<file path="src/rtl/obs_pkg.sv">
// ----------------------------------------------------------------------------
// obs_pkg: shared types and constants for the overtake behavior supervisor
// Mode, side and reason codes, speed scales and small helper functions.
// ----------------------------------------------------------------------------
`default_nettype none

package obs_pkg;

  localparam int TS_W   = 32;
  localparam int DIST_W = 20;
  localparam int POS_W  = 21;
  localparam int CFG_W  = 32;
  localparam int CFG_IDX_W = 3;

  localparam logic [TS_W-1:0] LOST_TIMEOUT_MS = 32'd500;

  localparam logic [15:0] CRUISE_SCALE = 16'd32768;
  localparam logic [15:0] TRAIL_SCALE  = 16'd24576;
  localparam logic [15:0] PASS_SCALE   = 16'd32768;
  localparam logic [15:0] RETURN_SCALE = 16'd29491;

  // Mode register, one-hot internally
  typedef enum logic [5:0] {
    MODE_INIT   = 6'b000001,
    MODE_TRACK  = 6'b000010,
    MODE_TRAIL  = 6'b000100,
    MODE_PASS   = 6'b001000,
    MODE_RETURN = 6'b010000,
    MODE_FAULT  = 6'b100000
  } mode_t;

  // Mode codes as seen on the output port
  localparam logic [2:0] MODE_CODE_INIT   = 3'd0;
  localparam logic [2:0] MODE_CODE_TRACK  = 3'd1;
  localparam logic [2:0] MODE_CODE_TRAIL  = 3'd2;
  localparam logic [2:0] MODE_CODE_PASS   = 3'd3;
  localparam logic [2:0] MODE_CODE_RETURN = 3'd4;
  localparam logic [2:0] MODE_CODE_FAULT  = 3'd5;

  typedef enum logic [1:0] {
    SIDE_NONE  = 2'd0,
    SIDE_LEFT  = 2'd1,
    SIDE_RIGHT = 2'd2
  } side_t;

  typedef enum logic [3:0] {
    RSN_NONE            = 4'd0,
    RSN_INVALID_TRAJ    = 4'd1,
    RSN_STALE_INPUT     = 4'd2,
    RSN_WAIT_INPUTS     = 4'd3,
    RSN_WAIT_TRAJ       = 4'd4,
    RSN_INIT_TRAJ_BAD   = 4'd5,
    RSN_INPUTS_READY    = 4'd6,
    RSN_OPP_AHEAD       = 4'd7,
    RSN_PATH_CLEAR      = 4'd8,
    RSN_SAFE_LEFT       = 4'd9,
    RSN_SAFE_RIGHT      = 4'd10,
    RSN_OPP_BEHIND      = 4'd11,
    RSN_OPP_LOST        = 4'd12,
    RSN_RACELINE        = 4'd13,
    RSN_FAULT_RECOVERED = 4'd14
  } reason_t;

  // Register indexes on the configuration port
  localparam logic [CFG_IDX_W-1:0] CFG_FOLLOW_DIST   = 3'd0;
  localparam logic [CFG_IDX_W-1:0] CFG_CORRIDOR_HALF = 3'd1;
  localparam logic [CFG_IDX_W-1:0] CFG_BEHIND_MARGIN = 3'd2;
  localparam logic [CFG_IDX_W-1:0] CFG_OVERTAKE_THR  = 3'd3;
  localparam logic [CFG_IDX_W-1:0] CFG_RETURN_THR    = 3'd4;
  localparam logic [CFG_IDX_W-1:0] CFG_TRANS_CONFIRM = 3'd5;
  localparam logic [CFG_IDX_W-1:0] CFG_MIN_DWELL     = 3'd6;
  localparam logic [CFG_IDX_W-1:0] CFG_RECOV_CONFIRM = 3'd7;

  function automatic logic [2:0] mode_code(input mode_t m);
    logic [2:0] c;
    unique case (m)
      MODE_INIT:   c = MODE_CODE_INIT;
      MODE_TRACK:  c = MODE_CODE_TRACK;
      MODE_TRAIL:  c = MODE_CODE_TRAIL;
      MODE_PASS:   c = MODE_CODE_PASS;
      MODE_RETURN: c = MODE_CODE_RETURN;
      MODE_FAULT:  c = MODE_CODE_FAULT;
      default:     c = MODE_CODE_INIT;
    endcase
    return c;
  endfunction

  // Magnitude of a signed position; most negative value maps to 2^20
  function automatic logic [POS_W-1:0] pos_mag(input logic [POS_W-1:0] v);
    return v[POS_W-1] ? (~v + POS_W'(1)) : v;
  endfunction

endpackage

`default_nettype wire

</file>
<file path="src/rtl/overtake_behavior_supervisor_unit.sv">
// ----------------------------------------------------------------------------
// overtake_behavior_supervisor_unit: mode supervisor for overtaking
// Confirms mode changes over time, tracks opponent and validity, and emits
// one command beat per observation beat.
// ----------------------------------------------------------------------------
// Path: an accepted input is held in the input register, then passes decision
//   logic into the output register; a command channel stall holds it between.
// Throughput: one observation per cycle unless the command channel stalls.
// Reset: synchronous, active high; clears mode to init, all timers and the
//   pending move, and loads the configuration registers with their defaults.
`default_nettype none

module overtake_behavior_supervisor_unit
  import obs_pkg::*;
(
  input  wire logic                 clk,
  input  wire logic                 rst,
  // configuration
  input  wire logic                 cfg_wr_en,
  input  wire logic [CFG_IDX_W-1:0] cfg_index,
  input  wire logic [CFG_W-1:0]     cfg_data,
  // observation channel
  input  wire logic                 in_valid,
  output logic                      in_ready,
  input  wire logic [TS_W-1:0]      timestamp,
  input  wire logic                 opponent_seen,
  input  wire logic [POS_W-1:0]     opponent_ahead_mm,
  input  wire logic [POS_W-1:0]     opponent_side_mm,
  input  wire logic [POS_W-1:0]     chosen_offset_mm,
  input  wire logic                 inputs_ok,
  input  wire logic                 path_ok,
  // command channel
  output logic                      out_valid,
  input  wire logic                 out_ready,
  output logic [2:0]                mode_out,
  output logic [1:0]                side_out,
  output logic [3:0]                reason_out,
  output logic [15:0]               speed_factor,
  output logic                      use_local_path,
  output logic                      use_fallback,
  output logic                      time_error
);

  // configuration registers
  logic [DIST_W-1:0] follow_range;
  logic [DIST_W-1:0] corridor_half_width;
  logic [DIST_W-1:0] behind_margin;
  logic [DIST_W-1:0] overtake_threshold;
  logic [DIST_W-1:0] return_threshold;
  logic [TS_W-1:0]   transition_confirm_ms;
  logic [TS_W-1:0]   min_dwell_ms;
  logic [TS_W-1:0]   recovery_confirm_ms;

  always_ff @(posedge clk) begin
    if (rst) begin
      follow_range          <= DIST_W'(10000);
      corridor_half_width   <= DIST_W'(1000);
      behind_margin         <= DIST_W'(1000);
      overtake_threshold    <= DIST_W'(500);
      return_threshold      <= DIST_W'(200);
      transition_confirm_ms <= TS_W'(200);
      min_dwell_ms          <= TS_W'(500);
      recovery_confirm_ms   <= TS_W'(500);
    end else if (cfg_wr_en) begin
      case (cfg_index)
        CFG_FOLLOW_DIST:   follow_range          <= cfg_data[DIST_W-1:0];
        CFG_CORRIDOR_HALF: corridor_half_width   <= cfg_data[DIST_W-1:0];
        CFG_BEHIND_MARGIN: behind_margin         <= cfg_data[DIST_W-1:0];
        CFG_OVERTAKE_THR:  overtake_threshold    <= cfg_data[DIST_W-1:0];
        CFG_RETURN_THR:    return_threshold      <= cfg_data[DIST_W-1:0];
        CFG_TRANS_CONFIRM: transition_confirm_ms <= cfg_data;
        CFG_MIN_DWELL:     min_dwell_ms          <= cfg_data;
        CFG_RECOV_CONFIRM: recovery_confirm_ms   <= cfg_data;
        default: ;
      endcase
    end
  end

  // ---------------------------------------------------------------------------
  // input register
  logic             s1_valid;
  logic [TS_W-1:0]  s1_ts;
  logic             s1_seen;
  logic [POS_W-1:0] s1_lon;
  logic [POS_W-1:0] s1_lat;
  logic [POS_W-1:0] s1_sel;
  logic             s1_iok;
  logic             s1_pok;

  logic in_fire;
  logic advance;
  logic proc;

  assign advance  = !out_valid || out_ready;
  assign proc     = s1_valid && advance;
  assign in_ready = !s1_valid || advance;
  assign in_fire  = in_valid && in_ready;

  always_ff @(posedge clk) begin
    if (rst) begin
      s1_valid <= 1'b0;
    end else if (in_fire) begin
      s1_valid <= 1'b1;
    end else if (proc) begin
      s1_valid <= 1'b0;
    end
  end

  always_ff @(posedge clk) begin
    if (in_fire) begin
      s1_ts   <= timestamp;
      s1_seen <= opponent_seen;
      s1_lon  <= opponent_ahead_mm;
      s1_lat  <= opponent_side_mm;
      s1_sel  <= chosen_offset_mm;
      s1_iok  <= inputs_ok;
      s1_pok  <= path_ok;
    end
  end

  // ---------------------------------------------------------------------------
  // supervisor state
  mode_t           mode,            mode_next;
  side_t           side,            side_next;
  reason_t         reason,          reason_next;
  logic            started,         started_next;
  logic [TS_W-1:0] previous_time,   previous_time_next;
  logic [TS_W-1:0] mode_entry_time, mode_entry_time_next;
  logic [TS_W-1:0] opp_last_time,   opp_last_time_next;
  logic            pending_valid,   pending_valid_next;
  reason_t         pending_reason,  pending_reason_next;
  logic [TS_W-1:0] pending_start,   pending_start_next;

  logic            terr;
  logic [TS_W-1:0] entry_eff;
  logic [TS_W-1:0] opp_eff;
  logic            dwell_ok;
  logic            ahead;
  logic            passed;
  logic            lost;
  logic [POS_W-1:0] lat_mag;
  logic [POS_W-1:0] sel_mag;
  logic [POS_W:0]  lon_plus_margin;
  logic            hold_req;
  reason_t         hold_why;
  logic [TS_W-1:0] hold_need;
  mode_t           go_mode;
  side_t           go_side;
  logic            same_pend;
  logic            hold_done;

  assign terr      = started && (s1_ts < previous_time);
  assign entry_eff = started ? mode_entry_time : s1_ts;
  assign opp_eff   = started ? opp_last_time : s1_ts;
  assign dwell_ok  = (s1_ts - entry_eff) >= min_dwell_ms;
  assign lat_mag   = pos_mag(s1_lat);
  assign sel_mag   = pos_mag(s1_sel);

  assign ahead = s1_seen && !s1_lon[POS_W-1] && (s1_lon != '0) &&
                 (s1_lon[DIST_W-1:0] <= follow_range) &&
                 (lat_mag <= {1'b0, corridor_half_width});

  // behind by more than the margin: lon + margin < 0
  assign lon_plus_margin = {s1_lon[POS_W-1], s1_lon} + {2'b00, behind_margin};
  assign passed = s1_seen && lon_plus_margin[POS_W];
  assign lost   = !s1_seen && ((s1_ts - opp_eff) >= LOST_TIMEOUT_MS);

  always_comb begin
    mode_next            = mode;
    side_next            = side;
    reason_next          = reason;
    started_next         = started;
    previous_time_next   = previous_time;
    mode_entry_time_next = mode_entry_time;
    opp_last_time_next   = opp_last_time;
    pending_valid_next   = pending_valid;
    pending_reason_next  = pending_reason;
    pending_start_next   = pending_start;
    hold_req             = 1'b0;
    hold_why             = RSN_NONE;
    hold_need            = transition_confirm_ms;
    go_mode              = mode;
    go_side              = SIDE_NONE;
    same_pend            = 1'b0;
    hold_done            = 1'b0;

    if (!terr) begin
      started_next         = 1'b1;
      previous_time_next   = s1_ts;
      mode_entry_time_next = entry_eff;
      opp_last_time_next   = s1_seen ? s1_ts : opp_eff;

      if (mode != MODE_INIT && mode != MODE_FAULT && (!s1_iok || !s1_pok)) begin
        mode_next            = MODE_FAULT;
        side_next            = SIDE_NONE;
        reason_next          = s1_iok ? RSN_INVALID_TRAJ : RSN_STALE_INPUT;
        mode_entry_time_next = s1_ts;
        pending_valid_next   = 1'b0;
        pending_reason_next  = RSN_NONE;
      end else begin
        unique case (mode)
          MODE_INIT: begin
            hold_need = recovery_confirm_ms;
            if (!s1_iok) begin
              reason_next         = RSN_WAIT_INPUTS;
              pending_valid_next  = 1'b0;
              pending_reason_next = RSN_NONE;
            end else if (!s1_pok) begin
              reason_next = RSN_WAIT_TRAJ;
              hold_req    = 1'b1;
              hold_why    = RSN_INIT_TRAJ_BAD;
              go_mode     = MODE_FAULT;
            end else begin
              hold_req = 1'b1;
              hold_why = RSN_INPUTS_READY;
              go_mode  = MODE_TRACK;
            end
          end
          MODE_TRACK: begin
            if (ahead && dwell_ok) begin
              hold_req = 1'b1;
              hold_why = RSN_OPP_AHEAD;
              go_mode  = MODE_TRAIL;
            end else begin
              pending_valid_next  = 1'b0;
              pending_reason_next = RSN_NONE;
            end
          end
          MODE_TRAIL: begin
            if (!ahead && dwell_ok) begin
              hold_req = 1'b1;
              hold_why = RSN_PATH_CLEAR;
              go_mode  = MODE_TRACK;
            end else if (dwell_ok && (sel_mag >= {1'b0, overtake_threshold})) begin
              hold_req = 1'b1;
              go_mode  = MODE_PASS;
              // positive offset is a pass on the left
              if (!s1_sel[POS_W-1] && (s1_sel != '0)) begin
                go_side  = SIDE_LEFT;
                hold_why = RSN_SAFE_LEFT;
              end else begin
                go_side  = SIDE_RIGHT;
                hold_why = RSN_SAFE_RIGHT;
              end
            end else begin
              pending_valid_next  = 1'b0;
              pending_reason_next = RSN_NONE;
            end
          end
          MODE_PASS: begin
            // before the dwell ends the pending move is left alone
            if (dwell_ok) begin
              if (passed || lost) begin
                hold_req = 1'b1;
                hold_why = passed ? RSN_OPP_BEHIND : RSN_OPP_LOST;
                go_mode  = MODE_RETURN;
              end else begin
                pending_valid_next  = 1'b0;
                pending_reason_next = RSN_NONE;
              end
            end
          end
          MODE_RETURN: begin
            if (dwell_ok && (sel_mag <= {1'b0, return_threshold}) && !ahead) begin
              hold_req = 1'b1;
              hold_why = RSN_RACELINE;
              go_mode  = MODE_TRACK;
            end else begin
              pending_valid_next  = 1'b0;
              pending_reason_next = RSN_NONE;
            end
          end
          MODE_FAULT: begin
            hold_need = recovery_confirm_ms;
            if (s1_iok && s1_pok) begin
              hold_req = 1'b1;
              hold_why = RSN_FAULT_RECOVERED;
              go_mode  = MODE_TRACK;
            end else begin
              pending_valid_next  = 1'b0;
              pending_reason_next = RSN_NONE;
            end
          end
          default: ;
        endcase

        if (hold_req) begin
          same_pend = pending_valid && (pending_reason == hold_why);
          // a freshly started hold has zero elapsed time
          hold_done = same_pend ? ((s1_ts - pending_start) >= hold_need)
                                : (hold_need == '0);
          pending_start_next = same_pend ? pending_start : s1_ts;
          if (hold_done) begin
            mode_next            = go_mode;
            side_next            = go_side;
            reason_next          = hold_why;
            mode_entry_time_next = s1_ts;
            pending_valid_next   = 1'b0;
            pending_reason_next  = RSN_NONE;
          end else begin
            pending_valid_next  = 1'b1;
            pending_reason_next = hold_why;
          end
        end
      end
    end
  end

  always_ff @(posedge clk) begin
    if (rst) begin
      mode            <= MODE_INIT;
      side            <= SIDE_NONE;
      reason          <= RSN_NONE;
      started         <= 1'b0;
      previous_time   <= '0;
      mode_entry_time <= '0;
      opp_last_time   <= '0;
      pending_valid   <= 1'b0;
      pending_reason  <= RSN_NONE;
      pending_start   <= '0;
    end else if (proc) begin
      mode            <= mode_next;
      side            <= side_next;
      reason          <= reason_next;
      started         <= started_next;
      previous_time   <= previous_time_next;
      mode_entry_time <= mode_entry_time_next;
      opp_last_time   <= opp_last_time_next;
      pending_valid   <= pending_valid_next;
      pending_reason  <= pending_reason_next;
      pending_start   <= pending_start_next;
    end
  end

  // ---------------------------------------------------------------------------
  // command register
  logic [15:0] scale_next;
  logic        local_next;
  logic        fallback_next;

  always_comb begin
    scale_next    = '0;
    local_next    = 1'b0;
    fallback_next = 1'b0;
    unique case (mode_next)
      MODE_TRACK:  begin scale_next = CRUISE_SCALE; local_next = 1'b1; end
      MODE_TRAIL:  begin scale_next = TRAIL_SCALE;  local_next = 1'b1; end
      MODE_PASS:   begin scale_next = PASS_SCALE;   local_next = 1'b1; end
      MODE_RETURN: begin scale_next = RETURN_SCALE; local_next = 1'b1; end
      MODE_FAULT:  fallback_next = 1'b1;
      default: ;
    endcase
  end

  always_ff @(posedge clk) begin
    if (rst) begin
      out_valid <= 1'b0;
    end else if (proc) begin
      out_valid <= 1'b1;
    end else if (out_ready) begin
      out_valid <= 1'b0;
    end
  end

  always_ff @(posedge clk) begin
    if (proc) begin
      mode_out       <= mode_code(mode_next);
      side_out       <= side_next;
      reason_out     <= reason_next;
      speed_factor   <= scale_next;
      use_local_path <= local_next;
      use_fallback   <= fallback_next;
      time_error     <= terr;
    end
  end

  // ---------------------------------------------------------------------------
  // assertions

  // a rejected beat leaves the supervisor state untouched
  a_terr_holds: assert property (@(posedge clk) disable iff (rst)
    proc && terr |=> $stable(mode) && $stable(previous_time) && $stable(pending_valid))
    else $error("backwards timestamp changed state");

  // any mode change clears the pending move
  a_change_drops: assert property (@(posedge clk) disable iff (rst)
    proc && (mode_next != mode) |=> !pending_valid)
    else $error("pending move survived a mode change");

  // fallback flag follows the fault mode on every command beat
  a_fallback: assert property (@(posedge clk) disable iff (rst)
    out_valid |-> (use_fallback == (mode_out == MODE_CODE_FAULT)))
    else $error("fallback flag disagrees with mode");

  // once started the timebase stays started
  a_started: assert property (@(posedge clk) disable iff (rst)
    started |=> started)
    else $error("started flag dropped");

  // a time error is only flagged against a history
  a_terr_needs_start: assert property (@(posedge clk) disable iff (rst)
    proc && !started |=> !time_error)
    else $error("time error on first beat");

endmodule

`default_nettype wire
</file>
<file path="config.mk">
export PLATFORM = sky130hd
export DESIGN_NAME = overtake_behavior_supervisor_unit
export DESIGN_NICKNAME = d
export VERILOG_FILES = /design/src/rtl/obs_pkg.sv /design/src/rtl/overtake_behavior_supervisor_unit.sv
export SDC_FILE = /design/constraint.sdc
export NUM_CORES = 1
export LEC_CHECK = 0
export BUFFER_PORTS_ARGS = -buffer_cell sky130_fd_sc_hd__buf_2
export CORE_UTILIZATION = 60
export CTS_CLUSTER_SIZE = 12
export DETAILED_ROUTE_END_ITERATION = 10
export PLACE_DENSITY = 0.79
export SKIP_CTS_REPAIR_TIMING = 1
export SYNTH_ARGS = -nofsm -noshare
export SYNTH_HDL_FRONTEND = slang
export SYNTH_SLANG_ARGS = --single-unit
</file>
<file path="constraint.sdc">
create_clock -name clk -period 23 [get_ports clk]
set_clock_uncertainty 0.05 [all_clocks]
set_input_delay 1.15 -clock clk [delete_from_list [all_inputs] [get_ports clk]]
set_output_delay 1.15 -clock clk [all_outputs]
set_load 0.05 [all_outputs]
</file>
======== Yosys cells after proc, flatten, opt, wreduce, memory -nomap -nowiden ========
Index checks and enable logic that the tools add are counted.
operators by class
  bitwise gates (word level) .............. 5
  add/sub/neg operators ................... 6
  $lt $le $gt $ge ......................... 8
  reduce and logical (&&, ||, !) cells .... 52
  equality and inequality tests ........... 29
  mux-type cells .......................... 99
operators with widths
  cell                                                   count
  two-way mux 32 bit                                     9
  two-way mux 4 bit                                      26
  subtractor 32 bit                                      3
  two-way mux 6 bit                                      13
  >= comparator 32 bit                                   2
  one-hot mux 16 bit (3 select lines)                    1
  one-hot mux 4 bit (6 select lines)                     2
  adder 21 x 1 -> 21 bit (second input constant)         2
  <= comparator 21 x 20 -> 1 bit                         2
  two-way mux 21 bit                                     2
  NOT 21 bit                                             2
  nonzero test 21 bit                                    2
  one-hot mux 6 bit (6 select lines)                     1
  >= comparator 32 x 9 -> 1 bit (second input constant)  1
  zero test 32 bit                                       1
  less-than comparator 32 bit                            1
  != test 4 bit (second input constant)                  8
  two-way mux 1 bit                                      28
  adder 21 x 21 -> 22 bit                                1
  two-way mux 2 bit                                      11
  >= comparator 21 x 20 -> 1 bit                         1
  <= comparator 20 bit                                   1
  logical AND 1 bit                                      19
  AND reduction 2 bit                                    9
  other kinds (25)                                       51
storage, ports and cells
  word-level logic and storage cells ...... 233
  output and inout port bits .............. 30
  bits of input ports ..................... 138
  register bits after elaboration ......... 470

======== Depth between registers and ports, before layout ========
  depth in word-level cells ............... 21
  gate-level depth with buffers ........... 44
  depth with buffers taken out ............ 39

======== Worst setup path before layout ========
OpenSTA, ideal clock, no wires.
  path kind ............................... reg2reg
  from .................................... reg started
  to ...................................... reg use_local_path, data pin
  buffers on the path ..................... 5
  period minus slack after synthesis ...... 8.380 ns
  required time ........................... 22.691 ns
  library setup time ...................... 0.259 ns
  stages on the path, launching flop included .. 44
  data arrival time ....................... 8.072 ns
  setup slack ............................. 14.620 ns
  cells stage by stage .................... dfxtp_1 -> clkbuf_1 -> clkbuf_1 -> clkbuf_1 -> nand2_1 -> nand2_1 -> ha_1 -> inv_1 -> fa_1 -> a21o_1 -> a21oi_1 -> o21bai_1 -> a21oi_1 -> o21ai_0 -> a21oi_1 -> a211oi_1 -> o31a_1 -> a41oi_1 -> [... 8 more ...] -> nand2_1 -> o21ai_0 -> nor3_1 -> o211ai_1 -> o21ai_0 -> clkbuf_1 -> nor3_1 -> a21oi_1 -> a21oi_1 -> nor4b_4 -> o211ai_4 -> or3_1 -> buf_6 -> and4_1 -> a221o_1 -> xnor2_1 -> nand2b_1 -> a21oi_2
on the way
  word-level cells in the longest chain between the ends .. 20
  elaborated cells on any way between the ends .. 52
  those cells by class .................... add/sub (2); order compare (2); eq/ne (5); mux (33); reduce/logical (10)
RTL lines
  what                                                        line                                      text
  from (decl)                                                 overtake_behavior_supervisor_unit.sv:126  logic started, started_next;
  from (signal assigned)                                      overtake_behavior_supervisor_unit.sv:325  started <= started_next;
  two-way mux 32 bit                                          overtake_behavior_supervisor_unit.sv:154  assign opp_eff = started ? opp_last_time : s1_ts;
  subtractor 32 bit                                           overtake_behavior_supervisor_unit.sv:166  assign lost = !s1_seen && ((s1_ts - opp_eff) >= LOST_TIMEOUT_MS);
  >= comparator 32 x 9 -> 1 bit                               overtake_behavior_supervisor_unit.sv:166
  logical AND 1 bit                                           overtake_behavior_supervisor_unit.sv:166
  logical OR 1 bit                                            overtake_behavior_supervisor_unit.sv:253  if (passed || lost) begin
  two-way mux 4 bit                                           overtake_behavior_supervisor_unit.sv:253
  two-way mux 4 bit                                           overtake_behavior_supervisor_unit.sv:252  if (dwell_ok) begin
  one-hot mux 4 bit (6 select lines)                          overtake_behavior_supervisor_unit.sv:201  unique case (mode)
  [... 5 more ...]                                            -
  two-way mux 6 bit                                           overtake_behavior_supervisor_unit.sv:293  if (hold_done) begin
  two-way mux 6 bit                                           overtake_behavior_supervisor_unit.sv:287  if (hold_req) begin
  two-way mux 6 bit                                           overtake_behavior_supervisor_unit.sv:193  if (mode != MODE_INIT && mode != MODE_FAULT && (!s1_iok || !s1_pok)) begin
  two-way mux 6 bit (*)                                       overtake_behavior_supervisor_unit.sv:187  if (!terr) begin
  equality test 6 x 5 -> 1 bit, or another cell as far along  overtake_behavior_supervisor_unit.sv:345  unique case (mode_next)
  OR reduction 4 bit (no source line) (*)                     -
  two-way mux 1 bit (*)                                       overtake_behavior_supervisor_unit.sv:345
  named net local_next                                        overtake_behavior_supervisor_unit.sv:338  logic local_next;
  to (signal assigned)                                        overtake_behavior_supervisor_unit.sv:371  use_local_path <= local_next;
  to (decl)                                                   overtake_behavior_supervisor_unit.sv:39   output logic use_local_path,
Mark *: on every way through the listed nets, which the timed path passes. The rest lies on a longest branch. The select of a mux whose other input is x is not followed.
A chain may end at the register's enable or synchronous reset.

======== Final worst setup path ========
  from .................................... reg started
  to ...................................... reg mode_entry_time[28]
on the way
  word-level cells in the longest chain between the ends .. 16
  elaborated cells on any way between the ends .. 40
  those cells by class .................... add/sub (2); order compare (2); eq/ne (1); mux (24); bitwise (1); reduce/logical (10)
RTL lines
  what                                line                                      text
  two-way mux 32 bit                  overtake_behavior_supervisor_unit.sv:154
  subtractor 32 bit                   overtake_behavior_supervisor_unit.sv:166
  >= comparator 32 x 9 -> 1 bit       overtake_behavior_supervisor_unit.sv:166
  logical AND 1 bit                   overtake_behavior_supervisor_unit.sv:166
  logical OR 1 bit                    overtake_behavior_supervisor_unit.sv:253
  two-way mux 4 bit                   overtake_behavior_supervisor_unit.sv:253
  two-way mux 4 bit                   overtake_behavior_supervisor_unit.sv:252
  one-hot mux 4 bit (6 select lines)  overtake_behavior_supervisor_unit.sv:201
  two-way mux 4 bit                   overtake_behavior_supervisor_unit.sv:193
  two-way mux 4 bit                   overtake_behavior_supervisor_unit.sv:187
  equality test 4 bit                 overtake_behavior_supervisor_unit.sv:288  same_pend = pending_valid && (pending_reason == hold_why);
  logical AND 1 bit                   overtake_behavior_supervisor_unit.sv:288
  two-way mux 1 bit                   overtake_behavior_supervisor_unit.sv:290  hold_done = same_pend ? ((s1_ts - pending_start) >= hold_need)
  two-way mux 32 bit                  overtake_behavior_supervisor_unit.sv:293
  two-way mux 32 bit                  overtake_behavior_supervisor_unit.sv:287
  two-way mux 32 bit                  overtake_behavior_supervisor_unit.sv:193
  to (signal assigned)                overtake_behavior_supervisor_unit.sv:327  mode_entry_time <= mode_entry_time_next;
  to (decl)                           overtake_behavior_supervisor_unit.sv:128  logic [TS_W-1:0] mode_entry_time, mode_entry_time_next;
Parallel ways exist; a longest one is shown, timed or not. The select of a mux whose other input is x is not followed.

==> impl_metrics.ini <==
[run_status]
status = finished, final reports clean

[clocking]
cts_tree = built
htreeDepth = 2
numCtsBuffers = 52
clock_latency_ps = 640
ctsLongestPathBuffers = 3
path_clk_slew_ps = 60
cts.root.buffer_cell = clkbuf_16
cts.sinks = 457

[sta]
setup_slack_ps = 12850
slew_violations = 0
fin_crit_sh_pct = 44.1
tightest_slew_ps = 1400
rsz0062_at_grt = no
hold_viol = 0
finalSetupViolations = 0
slew_headroom_pct = 6.05
max_freq_mhz = 98.5
tns_ps = 0
min_period_ps = 10150

[placed_design]
placement.cell_area_um2 = 29300
io_buffers = 161
post-place-cells = 4049
gp_congestion = 0.958
dp_hpwl_um = 54700
dp_slack_ps = 13220

[critical_path]
cp-endpoint = mode_entry_time[28]
rr_startpoint = started
slowest_stage = nand2_1
cp_max_fo = 59
critical_path.startpoint = started
r2r_slack_ps = 12850
slowest_delay_ps = 800
crit_required_ps = 23470
reg2regPathDepth = 41
cp.arrival_ps = 10620
end_kind = flop
start_kind = flop
cp_num_cells = 41
worstSetupPathType = reg2reg
cp.buffers_inverters = 4
crit_family = compound AO/OA/AOI/OAI gates
r2r_end = mode_entry_time[28]

[yosys]
ys.flop_type = dfxtp_1
synth_area_leader_cell = dfxtp_1
synthesis.area_um2 = 28200
async_flop_share_pct = 0
ys_seq_elements = 457
syn_inst = 3409
avgSynthCellArea_um2 = 8.26
synth_area_leaders = dfxtp_1 24%, ha_1 13%, edfxtp_1 12%
synth_cell_types = 114
synth_top_cell_area_share_pct = 24.4
seq_area_frac_synth_pct = 36.5
yosys_warnings = 0
synth_edf_count = 113

[routing]
wl_um = 76200
drtIter0Drc = 1988
drc = 0
route.vias.total = 24900
drt.antenna.violating_nets = 0
wl_per_cell_um = 18.4
avgViaCountPerCell = 6.00
dr.pass1.iters = 5

[cells_and_area]
fillers = 3791
layout-drive-gt1-share_pct = 10.3
instances_no_fill = 4148
multiInputGateArea_um2 = 16400
layout_common_cells = 699 x nand2_1, 455 x a21oi_1, 343 x dfxtp_1, 290 x ha_1, 220 x inv_1
mostFrequentLayoutCell = nand2_1
area_growth_pct = 10.6
seqCellArea_um2 = 10300
nNetsFinal = 3928
stdcell_area_um2 = 31200

[grt]
grt_pass1_vias = 24000
globalRouteMet3Util_pct = 4.31
grt_util_met2_pct = 53.2
grt_busiest_layer = met2
grt_pass1_wl_um = 121000
grt_use_total_pct = 31.5
grt_max_degree = 155
antenna_found_initial = 3
gr-usage-met1_pct = 40.2
overflow = 0

[power]
p_per_area_nw_per_um2 = 70.8
power_uw = 2210
vdd_ir_drop_max_v = 0.0000813
p_leak_uw = 0.0124

[worst_hold_path]
min_path_type = reg2reg

[floorplanning]
start_util_pct = 60.6
ios = 168
num_rows = 79
die_y_um = 219
dieArea_um2 = 47800
die_width_um = 219
core_region_area_um2 = 46500

[job]
max_cap_violations = 0
metal layers:
layer / vias to the layer above / part of all wire [%]
li1: 12100 / -
met1: 11800 / 43
met2: 831 / 47
met3: 193 / 6.3
met4: 0 / 3.9
met5: - / 0
worst min-delay path by stage:
stage	start	to	slack, ps	depth (start not counted)
after detailed placement	recovery_confirm_ms[17]	recovery_confirm_ms[17]	400	2
after global routing	overtake_threshold[14]	overtake_threshold[14]	420	2
after CTS	opp_last_time[15]	opp_last_time[15]	400	2
after global placement	transition_confirm_ms[0]	transition_confirm_ms[0]	390	2
final	opp_last_time[10]	opp_last_time[10]	400	2
after floorplan	recovery_confirm_ms[10]	recovery_confirm_ms[10]	390	2
synthesized netlist by cell type, drive strengths merged, types with 41 or more instances:
cell	count
nand2	701
mux2i	67
nor2b	53
o21ai	104
edfxtp	113
nor2	159
nor3	41
dfxtp	344
a21oi	458
inv	220
clkbuf	139
a21o	64
nand3	45
ha	290
xnor2	85
tightest hold or removal path, cell delays in order (launching register included):
cell and delay [ps]:
dfxtp_1 310, nand2_1 50, a21oi_1 50
registers in the layout (all words and copies together) (netlist names), 4 cells and up:
name                   count
mode                       6
corridor_half_width       20
pending_start             32
behind_margin             20
transition_confirm_ms     32
pending_reason             4
follow_range              20
reason                     4
s1_sel                    21
recovery_confirm_ms       32
mode_entry_time           32
s1_ts                     32
opp_last_time             32
return_threshold          20
reason_out                 4
previous_time             32
s1_lon                    21
overtake_threshold        20
s1_lat                    21
min_dwell_ms              32
logic make-up (layout without fill, tap and decap cells):
kind of cell / Yosys count / in the layout / share of synthesized area, %
mux: 69 / 69 / 2.46
other cells: 1 / 9 / 0.0133
xor+xnor: 105 / 105 / 3.26
compound gates: 865 / 865 / 18.9
buf+inv: 387 / 511 / 5.58
simple gates: 1232 / 1232 / 20.2
flops: 457 / 457 / 36.5
fa+ha+maj: 293 / 293 / 13.1
per-stage QoR:
stage | utilization, % | hold slack (ps)
final | 67.1 | 403
after global routing | 67.1 | 418
after CTS | 67.0 | 403
after floorplan | - | 386
after global placement | 63.1 | 391
after detailed placement | 63.1 | 396
final cells by class:
| cell class | count | area share (%) |
|---|---|---|
| clock buffers | 76 | 5.03 |
| diodes | 3 | 0.0241 |
| repair buffers | 196 | 3.53 |
| well taps | 607 | 2.44 |
| flip-flops and latches | 457 | 33.0 |
| multi-input cells | 2570 | 52.6 |
| clock inverters | 19 | 0.755 |
| inverters | 220 | 2.65 |
power by group:
group | switching (uW) | internal (uW)
Combinational | 274 | 181
Sequential | 27.8 | 857
Clock | 357 | 509
Power figures use the tool's default switching activity.
